==> src/design/cpa_pkg.sv <==
// ----------------------------------------------------------------------------
// cpa_pkg
// shared constants, status codes and controller/datapath interface types
// for the contiguous page allocator
// ----------------------------------------------------------------------------
package cpa_pkg;

    // pool geometry (page size must be a power of two)
    localparam int PAGE_BYTES = 16;
    localparam int NUM_PAGES  = 32;
    localparam int PAGE_SHIFT = $clog2(PAGE_BYTES);

    // field widths
    localparam int REQ_W   = 10;
    localparam int OFF_W   = 9;
    localparam int STS_W   = 2;
    localparam int PCNT_W  = 6;

    // derived widths
    localparam int PG_W        = $clog2(NUM_PAGES);
    localparam int CNT_W       = $clog2(NUM_PAGES + 1);
    localparam int MAX_NEED    = ((2 ** REQ_W) - 1 + PAGE_BYTES - 1) / PAGE_BYTES;
    localparam int NEED_RAW_W  = $clog2(MAX_NEED + 1);
    localparam int NEED_W      = (NEED_RAW_W > CNT_W) ? NEED_RAW_W : CNT_W;
    localparam int SUM_W       = ((REQ_W > PAGE_SHIFT) ? REQ_W : PAGE_SHIFT) + 1;

    // result status codes
    localparam logic [STS_W-1:0] ST_OK        = 2'd0;
    localparam logic [STS_W-1:0] ST_BAD_SIZE  = 2'd1;
    localparam logic [STS_W-1:0] ST_NO_SPACE  = 2'd2;
    localparam logic [STS_W-1:0] ST_NOT_ALLOC = 2'd3;

    // request modes
    localparam logic MODE_ALLOC = 1'b0;
    localparam logic MODE_FREE  = 1'b1;

    // controller to datapath commands
    typedef struct packed {
        logic             load;
        logic             scan_init;
        logic             scan_step;
        logic             mark_init;
        logic             free_init;
        logic             walk_step;
        logic             st_wr;
        logic [STS_W-1:0] st_code;
        logic             emit;
    } t_cmd;

    // datapath to controller status
    typedef struct packed {
        logic alloc;
        logic bad_size;
        logic too_big;
        logic not_alloc;
        logic found;
        logic scan_end;
        logic walk_last;
        logic out_free;
    } t_sts;

endpackage

==> src/design/contiguous_page_allocator_core.sv <==
// input transfer to result: allocate scans pages up to the end of the first free run
// long enough, then marks its pages; free walks the block's pages; bad size, too large
// or not allocated respond from decode; no space after a full scan
// throughput: one request at a time, next input transfer taken once the result is
// registered; set by the one-page-per-cycle scan and walk, a waiting result holds it off
// reset: synchronous active low; all pages free, all sizes cleared, no result pending
// ----------------------------------------------------------------------------
// contiguous_page_allocator_core
// first-fit allocator over a fixed pool of pages with per-page busy bits and
// a recorded byte size at the first page of each allocation
// ----------------------------------------------------------------------------
module contiguous_page_allocator_core (
    input  logic                        i_clk,
    input  logic                        i_rst_n,
    // request channel
    input  logic                        i_in_valid,
    output logic                        o_in_ready,
    input  logic                        i_mode,
    input  logic [cpa_pkg::REQ_W-1:0]   i_request_bytes,
    input  logic [cpa_pkg::OFF_W-1:0]   i_block_offset,
    // result channel
    output logic                        o_out_valid,
    input  logic                        i_out_ready,
    output logic [cpa_pkg::STS_W-1:0]   o_status,
    output logic [cpa_pkg::OFF_W-1:0]   o_start_offset,
    output logic [cpa_pkg::PCNT_W-1:0]  o_page_count
);
    import cpa_pkg::*;

    // commands from the sequencer, status back from the datapath
    t_cmd cmd;
    t_sts sts;

    // sequencer: idle -> decode -> scan (allocate only) -> page walk -> response;
    // an input transfer is taken only in idle
    cpa_ctrl u_ctrl (
        .i_clk      (i_clk),
        .i_rst_n    (i_rst_n),
        .i_in_valid (i_in_valid),
        .o_in_ready (o_in_ready),
        .i_sts      (sts),
        .o_cmd      (cmd)
    );

    // datapath: busy bits and size store, first-fit run counter, walk counter,
    // shared round-up to pages, and the registered result for the output transfer
    cpa_datapath u_dp (
        .i_clk           (i_clk),
        .i_rst_n         (i_rst_n),
        .i_mode          (i_mode),
        .i_request_bytes (i_request_bytes),
        .i_block_offset  (i_block_offset),
        .i_cmd           (cmd),
        .o_sts           (sts),
        .o_out_valid     (o_out_valid),
        .i_out_ready     (i_out_ready),
        .o_status        (o_status),
        .o_start_offset  (o_start_offset),
        .o_page_count    (o_page_count)
    );

endmodule

==> src/design/cpa_ctrl.sv <==
// ----------------------------------------------------------------------------
// cpa_ctrl
// request sequencer: decode, first-fit scan, page walk and result hand-off
// ----------------------------------------------------------------------------
module cpa_ctrl (
    input  logic          i_clk,
    input  logic          i_rst_n,
    input  logic          i_in_valid,
    output logic          o_in_ready,
    input  cpa_pkg::t_sts i_sts,
    output cpa_pkg::t_cmd o_cmd
);
    import cpa_pkg::*;

    localparam logic [2:0] S_IDLE   = 3'd0;
    localparam logic [2:0] S_DECODE = 3'd1;
    localparam logic [2:0] S_SCAN   = 3'd2;
    localparam logic [2:0] S_WALK   = 3'd3;
    localparam logic [2:0] S_RESP   = 3'd4;

    logic [2:0] r_state;
    logic [2:0] n_state;

    always_ff @(posedge i_clk) begin
        if (!i_rst_n) begin
            r_state <= S_IDLE;
        end else begin
            r_state <= n_state;
        end
    end

    assign o_in_ready = (r_state == S_IDLE);

    always_comb begin
        n_state = r_state;
        o_cmd   = '0;
        case (r_state)
            S_IDLE: begin
                if (i_in_valid) begin
                    o_cmd.load = 1'b1;
                    n_state    = S_DECODE;
                end
            end
            S_DECODE: begin
                if (i_sts.alloc) begin
                    if (i_sts.bad_size) begin
                        o_cmd.st_wr   = 1'b1;
                        o_cmd.st_code = ST_BAD_SIZE;
                        n_state       = S_RESP;
                    end else if (i_sts.too_big) begin
                        o_cmd.st_wr   = 1'b1;
                        o_cmd.st_code = ST_NO_SPACE;
                        n_state       = S_RESP;
                    end else begin
                        o_cmd.scan_init = 1'b1;
                        n_state         = S_SCAN;
                    end
                end else if (i_sts.not_alloc) begin
                    o_cmd.st_wr   = 1'b1;
                    o_cmd.st_code = ST_NOT_ALLOC;
                    n_state       = S_RESP;
                end else begin
                    o_cmd.free_init = 1'b1;
                    n_state         = S_WALK;
                end
            end
            S_SCAN: begin
                if (i_sts.scan_end) begin
                    o_cmd.st_wr   = 1'b1;
                    o_cmd.st_code = ST_NO_SPACE;
                    n_state       = S_RESP;
                end else if (i_sts.found) begin
                    o_cmd.mark_init = 1'b1;
                    n_state         = S_WALK;
                end else begin
                    o_cmd.scan_step = 1'b1;
                end
            end
            S_WALK: begin
                o_cmd.walk_step = 1'b1;
                if (i_sts.walk_last) begin
                    o_cmd.st_wr   = 1'b1;
                    o_cmd.st_code = ST_OK;
                    n_state       = S_RESP;
                end
            end
            S_RESP: begin
                if (i_sts.out_free) begin
                    o_cmd.emit = 1'b1;
                    n_state    = S_IDLE;
                end
            end
            default: begin
                n_state = S_IDLE;
            end
        endcase
    end

endmodule

==> src/design/cpa_datapath.sv <==
// ----------------------------------------------------------------------------
// cpa_datapath
// page busy bits, recorded sizes, scan/walk counters and result register
// ----------------------------------------------------------------------------
module cpa_datapath (
    input  logic                        i_clk,
    input  logic                        i_rst_n,
    input  logic                        i_mode,
    input  logic [cpa_pkg::REQ_W-1:0]   i_request_bytes,
    input  logic [cpa_pkg::OFF_W-1:0]   i_block_offset,
    input  cpa_pkg::t_cmd               i_cmd,
    output cpa_pkg::t_sts               o_sts,
    output logic                        o_out_valid,
    input  logic                        i_out_ready,
    output logic [cpa_pkg::STS_W-1:0]   o_status,
    output logic [cpa_pkg::OFF_W-1:0]   o_start_offset,
    output logic [cpa_pkg::PCNT_W-1:0]  o_page_count
);
    import cpa_pkg::*;

    // pool state
    logic [NUM_PAGES-1:0] r_busy;
    logic [REQ_W-1:0]     r_size [NUM_PAGES];

    // captured request
    logic              r_mode;
    logic [REQ_W-1:0]  r_bytes;
    logic [OFF_W-1:0]  r_offset;

    // working registers
    logic [CNT_W-1:0]  r_ptr;
    logic [NEED_W-1:0] r_run;
    logic [NEED_W-1:0] r_need;
    logic [NEED_W-1:0] r_left;
    logic [PG_W-1:0]   r_start;
    logic              r_walk_set;
    logic [STS_W-1:0]  r_status;

    // result register
    logic              r_out_valid;
    logic [STS_W-1:0]  r_out_status;
    logic [OFF_W-1:0]  r_out_offset;
    logic [PCNT_W-1:0] r_out_count;

    // decode
    logic [OFF_W-1:0]  free_page_full;
    logic [PG_W-1:0]   free_page;
    logic [REQ_W-1:0]  size_at;
    logic [REQ_W-1:0]  round_in;
    logic [SUM_W-1:0]  round_sum;
    logic [NEED_W-1:0] need;
    logic [CNT_W-1:0]  avail;
    logic [NEED_W-1:0] free_need;
    logic [PG_W-1:0]   ptr_idx;
    logic [NEED_W-1:0] run_inc;
    logic [NEED_W-1:0] start_w;
    logic [PG_W+PAGE_SHIFT-1:0] off_full;

    assign free_page_full = r_offset >> PAGE_SHIFT;
    assign free_page      = free_page_full[PG_W-1:0];
    assign size_at        = r_size[free_page];

    // one rounding unit shared by allocate and free
    assign round_in  = (r_mode == MODE_FREE) ? size_at : r_bytes;
    assign round_sum = SUM_W'(round_in) + SUM_W'(PAGE_BYTES - 1);
    assign need      = NEED_W'(round_sum >> PAGE_SHIFT);

    assign avail     = CNT_W'(NUM_PAGES) - CNT_W'(free_page);
    assign free_need = (need > NEED_W'(avail)) ? NEED_W'(avail) : need;

    assign ptr_idx   = r_ptr[PG_W-1:0];
    assign run_inc   = r_run + NEED_W'(1);
    assign start_w   = NEED_W'(r_ptr) + NEED_W'(1) - r_need;

    assign o_sts.alloc     = (r_mode == MODE_ALLOC);
    assign o_sts.bad_size  = (r_bytes == '0);
    assign o_sts.too_big   = (need > NEED_W'(NUM_PAGES));
    assign o_sts.not_alloc = (free_page_full >= OFF_W'(NUM_PAGES)) || (size_at == '0);
    assign o_sts.found     = !r_busy[ptr_idx] && (run_inc == r_need);
    assign o_sts.scan_end  = (r_ptr == CNT_W'(NUM_PAGES));
    assign o_sts.walk_last = (r_left == NEED_W'(1));
    assign o_sts.out_free  = !r_out_valid || i_out_ready;

    // request capture and working registers
    always_ff @(posedge i_clk) begin
        if (i_cmd.load) begin
            r_mode   <= i_mode;
            r_bytes  <= i_request_bytes;
            r_offset <= i_block_offset;
        end
        if (i_cmd.scan_init) begin
            r_ptr  <= '0;
            r_run  <= '0;
            r_need <= need;
        end
        if (i_cmd.scan_step) begin
            r_ptr <= r_ptr + CNT_W'(1);
            r_run <= r_busy[ptr_idx] ? '0 : run_inc;
        end
        if (i_cmd.mark_init) begin
            r_start    <= start_w[PG_W-1:0];
            r_ptr      <= CNT_W'(start_w);
            r_left     <= r_need;
            r_walk_set <= 1'b1;
        end
        if (i_cmd.free_init) begin
            r_start    <= free_page;
            r_ptr      <= CNT_W'(free_page);
            r_need     <= free_need;
            r_left     <= free_need;
            r_walk_set <= 1'b0;
        end
        if (i_cmd.walk_step) begin
            r_ptr  <= r_ptr + CNT_W'(1);
            r_left <= r_left - NEED_W'(1);
        end
        if (i_cmd.st_wr) begin
            r_status <= i_cmd.st_code;
        end
    end

    // pool state, cleared at reset
    always_ff @(posedge i_clk) begin
        if (!i_rst_n) begin
            r_busy <= '0;
            for (int i = 0; i < NUM_PAGES; i++) begin
                r_size[i] <= '0;
            end
        end else if (i_cmd.walk_step) begin
            r_busy[ptr_idx] <= r_walk_set;
            if (o_sts.walk_last) begin
                r_size[r_start] <= r_walk_set ? r_bytes : '0;
            end
        end
    end

    // result register
    assign off_full = {r_start, {PAGE_SHIFT{1'b0}}};

    always_ff @(posedge i_clk) begin
        if (!i_rst_n) begin
            r_out_valid <= 1'b0;
        end else if (i_cmd.emit) begin
            r_out_valid <= 1'b1;
        end else if (i_out_ready) begin
            r_out_valid <= 1'b0;
        end
    end

    always_ff @(posedge i_clk) begin
        if (i_cmd.emit) begin
            r_out_status <= r_status;
            if (r_status == ST_OK) begin
                r_out_offset <= OFF_W'(off_full);
                r_out_count  <= PCNT_W'(r_need);
            end else begin
                r_out_offset <= '0;
                r_out_count  <= '0;
            end
        end
    end

    assign o_out_valid    = r_out_valid;
    assign o_status       = r_out_status;
    assign o_start_offset = r_out_offset;
    assign o_page_count   = r_out_count;

endmodule

==> config.mk <==
export PLATFORM = sky130hd
export DESIGN_NAME = contiguous_page_allocator_core
export DESIGN_NICKNAME = d
export VERILOG_FILES = /design/src/design/cpa_pkg.sv /design/src/design/contiguous_page_allocator_core.sv /design/src/design/cpa_ctrl.sv /design/src/design/cpa_datapath.sv
export SDC_FILE = /design/constraint.sdc
export NUM_CORES = 1
export LEC_CHECK = 0
export BUFFER_PORTS_ARGS = -buffer_cell sky130_fd_sc_hd__clkbuf_2
export CAP_MARGIN = 30
export CORE_MARGIN = 2
export CORE_UTILIZATION = 45
export DETAILED_ROUTE_END_ITERATION = 10
export GPL_TIMING_DRIVEN = 0
export SYNTH_ARGS = -nofsm -noshare
export SYNTH_HDL_FRONTEND = slang
export SYNTH_HIERARCHICAL = 1
export SYNTH_SLANG_ARGS = --single-unit
==> constraint.sdc <==
create_clock -name i_clk -period 8 [get_ports i_clk]
set_input_delay 0.8 -clock i_clk [delete_from_list [all_inputs] [get_ports i_clk]]
set_output_delay 0.8 -clock i_clk [all_outputs]
set_load 0.05 [all_outputs]
==> reports/qor.txt <==
status = finished clean
Yosys cell types = 82
Crit. path cell count = 19
Post-Route WL = 64.6 mm
CP max stage cell = a21oi_1
met2 WL post-DR = 29.6 mm
# hold bufs at CTS = 0
WP data arrival = 5.97 ns
number of synthesized register bits = 425
TritonCTS buffer count = 46
Post-DRT Antenna Nets = 0
post-placement cell count = 2376
Worst Reg-to-Reg Cells = 19
clk buf depth = 3
Congestion Overflow GR = 0
M1 WL = 26.6 mm
antenna violations before repair = 2
P_leak = 7.89 nW
die width = 216 microns
hold path cells = 1
All-Layer GR Usage = 27.5%
Avg WL per Cell = 26.3 microns
Syn-to-layout area delta = 12.0%
Non-Filler Instances = 2461
die height = 216 microns
via count = 14.6k
crit path cell chain = buf_2, nor2_1, buf_2, a22oi_1, a21oi_1, nor4_1, buf_2, mux2_2, and3_1, a31o_1, and2_1, ha_1, a21o_1, a21oi_1, o21ai_0, o21a_1, o21ba_2, a311oi_2, o21ba_1
largest net degree at the start of global routing = 18
number of global-route vias before repair = 14.0k
DIE AREA = 46800 sq um
VDD IR-drop max = 0.000222 V
Worst Tran Pin Value = 1.08 ns
relative slew slack = 28.0%
post-synthesis area per instance = 11.6 sq um
highest routed layer = met4
Synth Instances = 1743
global-route wire length before repair = 92.9 mm
DPL Wire Length = 45.9 mm
number of synthesized flops with an enable pin = 383
RSZ-0062 raised after global routing = no
share of cells above drive strength 1 = 11.5%
cell family with most CP delay = compound AO/OA/AOI/OAI gates
Hold Violations, Final = 0
row cnt = 77
CP Class = flop to flop
setup bufs post-CTS = 0
Required @ worst endpoint = 8.33 ns
DR pass1 iterations = 6
CP Launch Type = flop
io pins = 43
CTS HTree Levels = 2
Clock Skews = 0.0250 ns
sequential area share after synthesis = 60.8%
clock slew at reported path FFs = 0.06 ns
CP Capture Type = flop
Worst path max stage delay = 0.52 ns
Max FO, Critical Path = 10
core footprint = 44300 sq um
I/O Buffers = 34
Worst-Skew Late Latency = 0.58 ns
Via density = 5.95
TNS Setup = 0 ns
Peak Freq = 0.177 GHz
hold crit path type = input pin to flop
mapped cell area = 20300 sq um
met3 routed wirelength = 6.29 mm
clock root buffer = clkbuf_16
post-synth top area cell = edfxtp_1
# nets final = 1881
Max-Cap Viols = 0
fin crit share = 70.6%
clock sinks = 425
top post-synthesis cells by area = edfxtp_1 57%, nor2_1 7.1%, mux2i_1 5.5%
Starting Density = 45.8%
post-synth top area share = 56.7%
Tmin final = 5.65 ns
Final setup viols = 0
drt initial violations = 1735
placer congestion estimate = 0.966
final-report max-slew violation count = 0
# DRC = 0
asr flop ratio synth = 0%
post-cts sizing count = 0
Layout fillers = 4025
Yosys warning count = 6
Power Dens Cells = 338 nW/um^2
CTS tree = yes
Top cell by count, worst path = buf_2
Post-synth top flop = edfxtp_1
most frequent cells in the layout = 383 x nor2_1, 383 x edfxtp_1, 145 x nand2_1, 112 x mux2i_1, 100 x clkbuf_1
CP Buf/Inv Count = 3
-- cell type report --
| cell class | count | area (sq um) | share of cell area (%) |
|---|---|---|---|
| Tap cell | 592 | 741 | 3.26 |
| Sequential cell | 425 | 12300 | 54.3 |
| Timing Repair Buffer | 39 | 208 | 0.914 |
| Buffer | 134 | 707 | 3.11 |
| Inverter | 36 | 135 | 0.595 |
| Clock buffer | 60 | 1270 | 5.61 |
| Antenna cell | 2 | 5.00 | 0.0220 |
| Multi-Input combinational cell | 1151 | 7120 | 31.3 |
| Clock inverter | 22 | 185 | 0.815 |
-- cells in the mapped netlist (all sizes together) (16+ instances only) --
cell    instances
mux2           26
a22oi          43
edfxtp        383
mux2i         112
xnor2          20
o21ai          49
a21oi          28
nand3          28
nor2          383
mux4           16
a21boi         36
nor3           26
inv            36
clkbuf         92
ha             23
nand4          23
buf            42
nand2         145
dfxtp          42
-- worst paths after layout --
kind	start	endpoint	slack, ns
max	flop	u_dp/r_need[4]$_DFFE_PP_	2.35
min	i_request_bytes[8]	u_dp/r_bytes[8]$_DFFE_PP_	0.41
max reg2reg	flop	u_dp/r_need[4]$_DFFE_PP_	2.35
min reg2reg	u_dp/r_busy[22]$_SDFFE_PN0P_	u_dp/r_busy[22]$_SDFFE_PN0P_	0.48
-- cells by family after synthesis --
| kind of cell | synth area share, % |
|---|---|
| buffers and inverters | 4.15 |
| other | 0.0185 |
| and+or+nand+nor | 15.5 |
| adders and majority gates | 1.52 |
| AOI/OAI and AO/OA | 7.91 |
| DFF | 60.8 |
| muxes | 8.75 |
| xor gates and xnor gates | 1.34 |
-- stage by stage --
step	hold WS, ns	setup slack, ns	cell area, sq um	util [%]	total power, W
after global routing	0.392	2.22	22700	51.3	0.00796
after global placement	0.465	2.25	21200	47.8	0.00554
after floorplan	0.454	3.99	20300	-	0.00461
after detailed placement	0.473	2.57	21200	47.9	0.00556
final	0.407	2.35	22700	51.3	0.00768
after CTS	0.381	2.54	22700	51.2	0.00764
-- worst register-to-register path: stages (launching register included) --
cell	delay, ns
dfxtp_1	0.36
buf_2	0.28
nor2_1	0.48
buf_2	0.50
a22oi_1	0.17
a21oi_1	0.52
nor4_1	0.15
buf_2	0.21
mux2_2	0.34
and3_1	0.20
a31o_1	0.25
and2_1	0.19
ha_1	0.32
a21o_1	0.17
a21oi_1	0.15
o21ai_0	0.12
o21a_1	0.23
o21ba_2	0.24
a311oi_2	0.33
o21ba_1	0.19
-- sequential cells by signal (all words and copies together), names as in the netlist, 2 cells and up, named ones only --
| signal | flops |
|---|---|
| u_dp/r_left | 7 |
| u_dp/r_run | 7 |
| u_dp/r_status | 2 |
| u_dp/o_page_count | 6 |
| u_dp/r_need | 7 |
| u_ctrl/r_state | 3 |
| u_dp/r_start | 5 |
| u_dp/o_start_offset | 5 |
| u_dp/r_offset | 5 |
| u_dp/r_busy | 32 |
| u_dp/r_bytes | 10 |
| u_dp/r_ptr | 6 |
| u_dp/o_status | 2 |
| u_dp/r_size | 320 |
-- power breakdown --
part / leakage, nW / total, W / switching [W] / internal [W]
logic: 2.93 / 0.00276 / 0.00180 / 0.000959
clock network: 0.723 / 0.00208 / 0.000870 / 0.00121
registers: 4.23 / 0.00283 / 0.000177 / 0.00266
total: 7.89 / 0.00768 / 0.00285 / 0.00483
-- per-layer routing --
metal,GRT usage [%],up-vias
met4,9.61,0
met1,38.1,7316
li1,-,6447
met3,5.47,119
met5,0,-
met2,43.4,752
No activity file was read; power rests on OpenSTA's default activity.
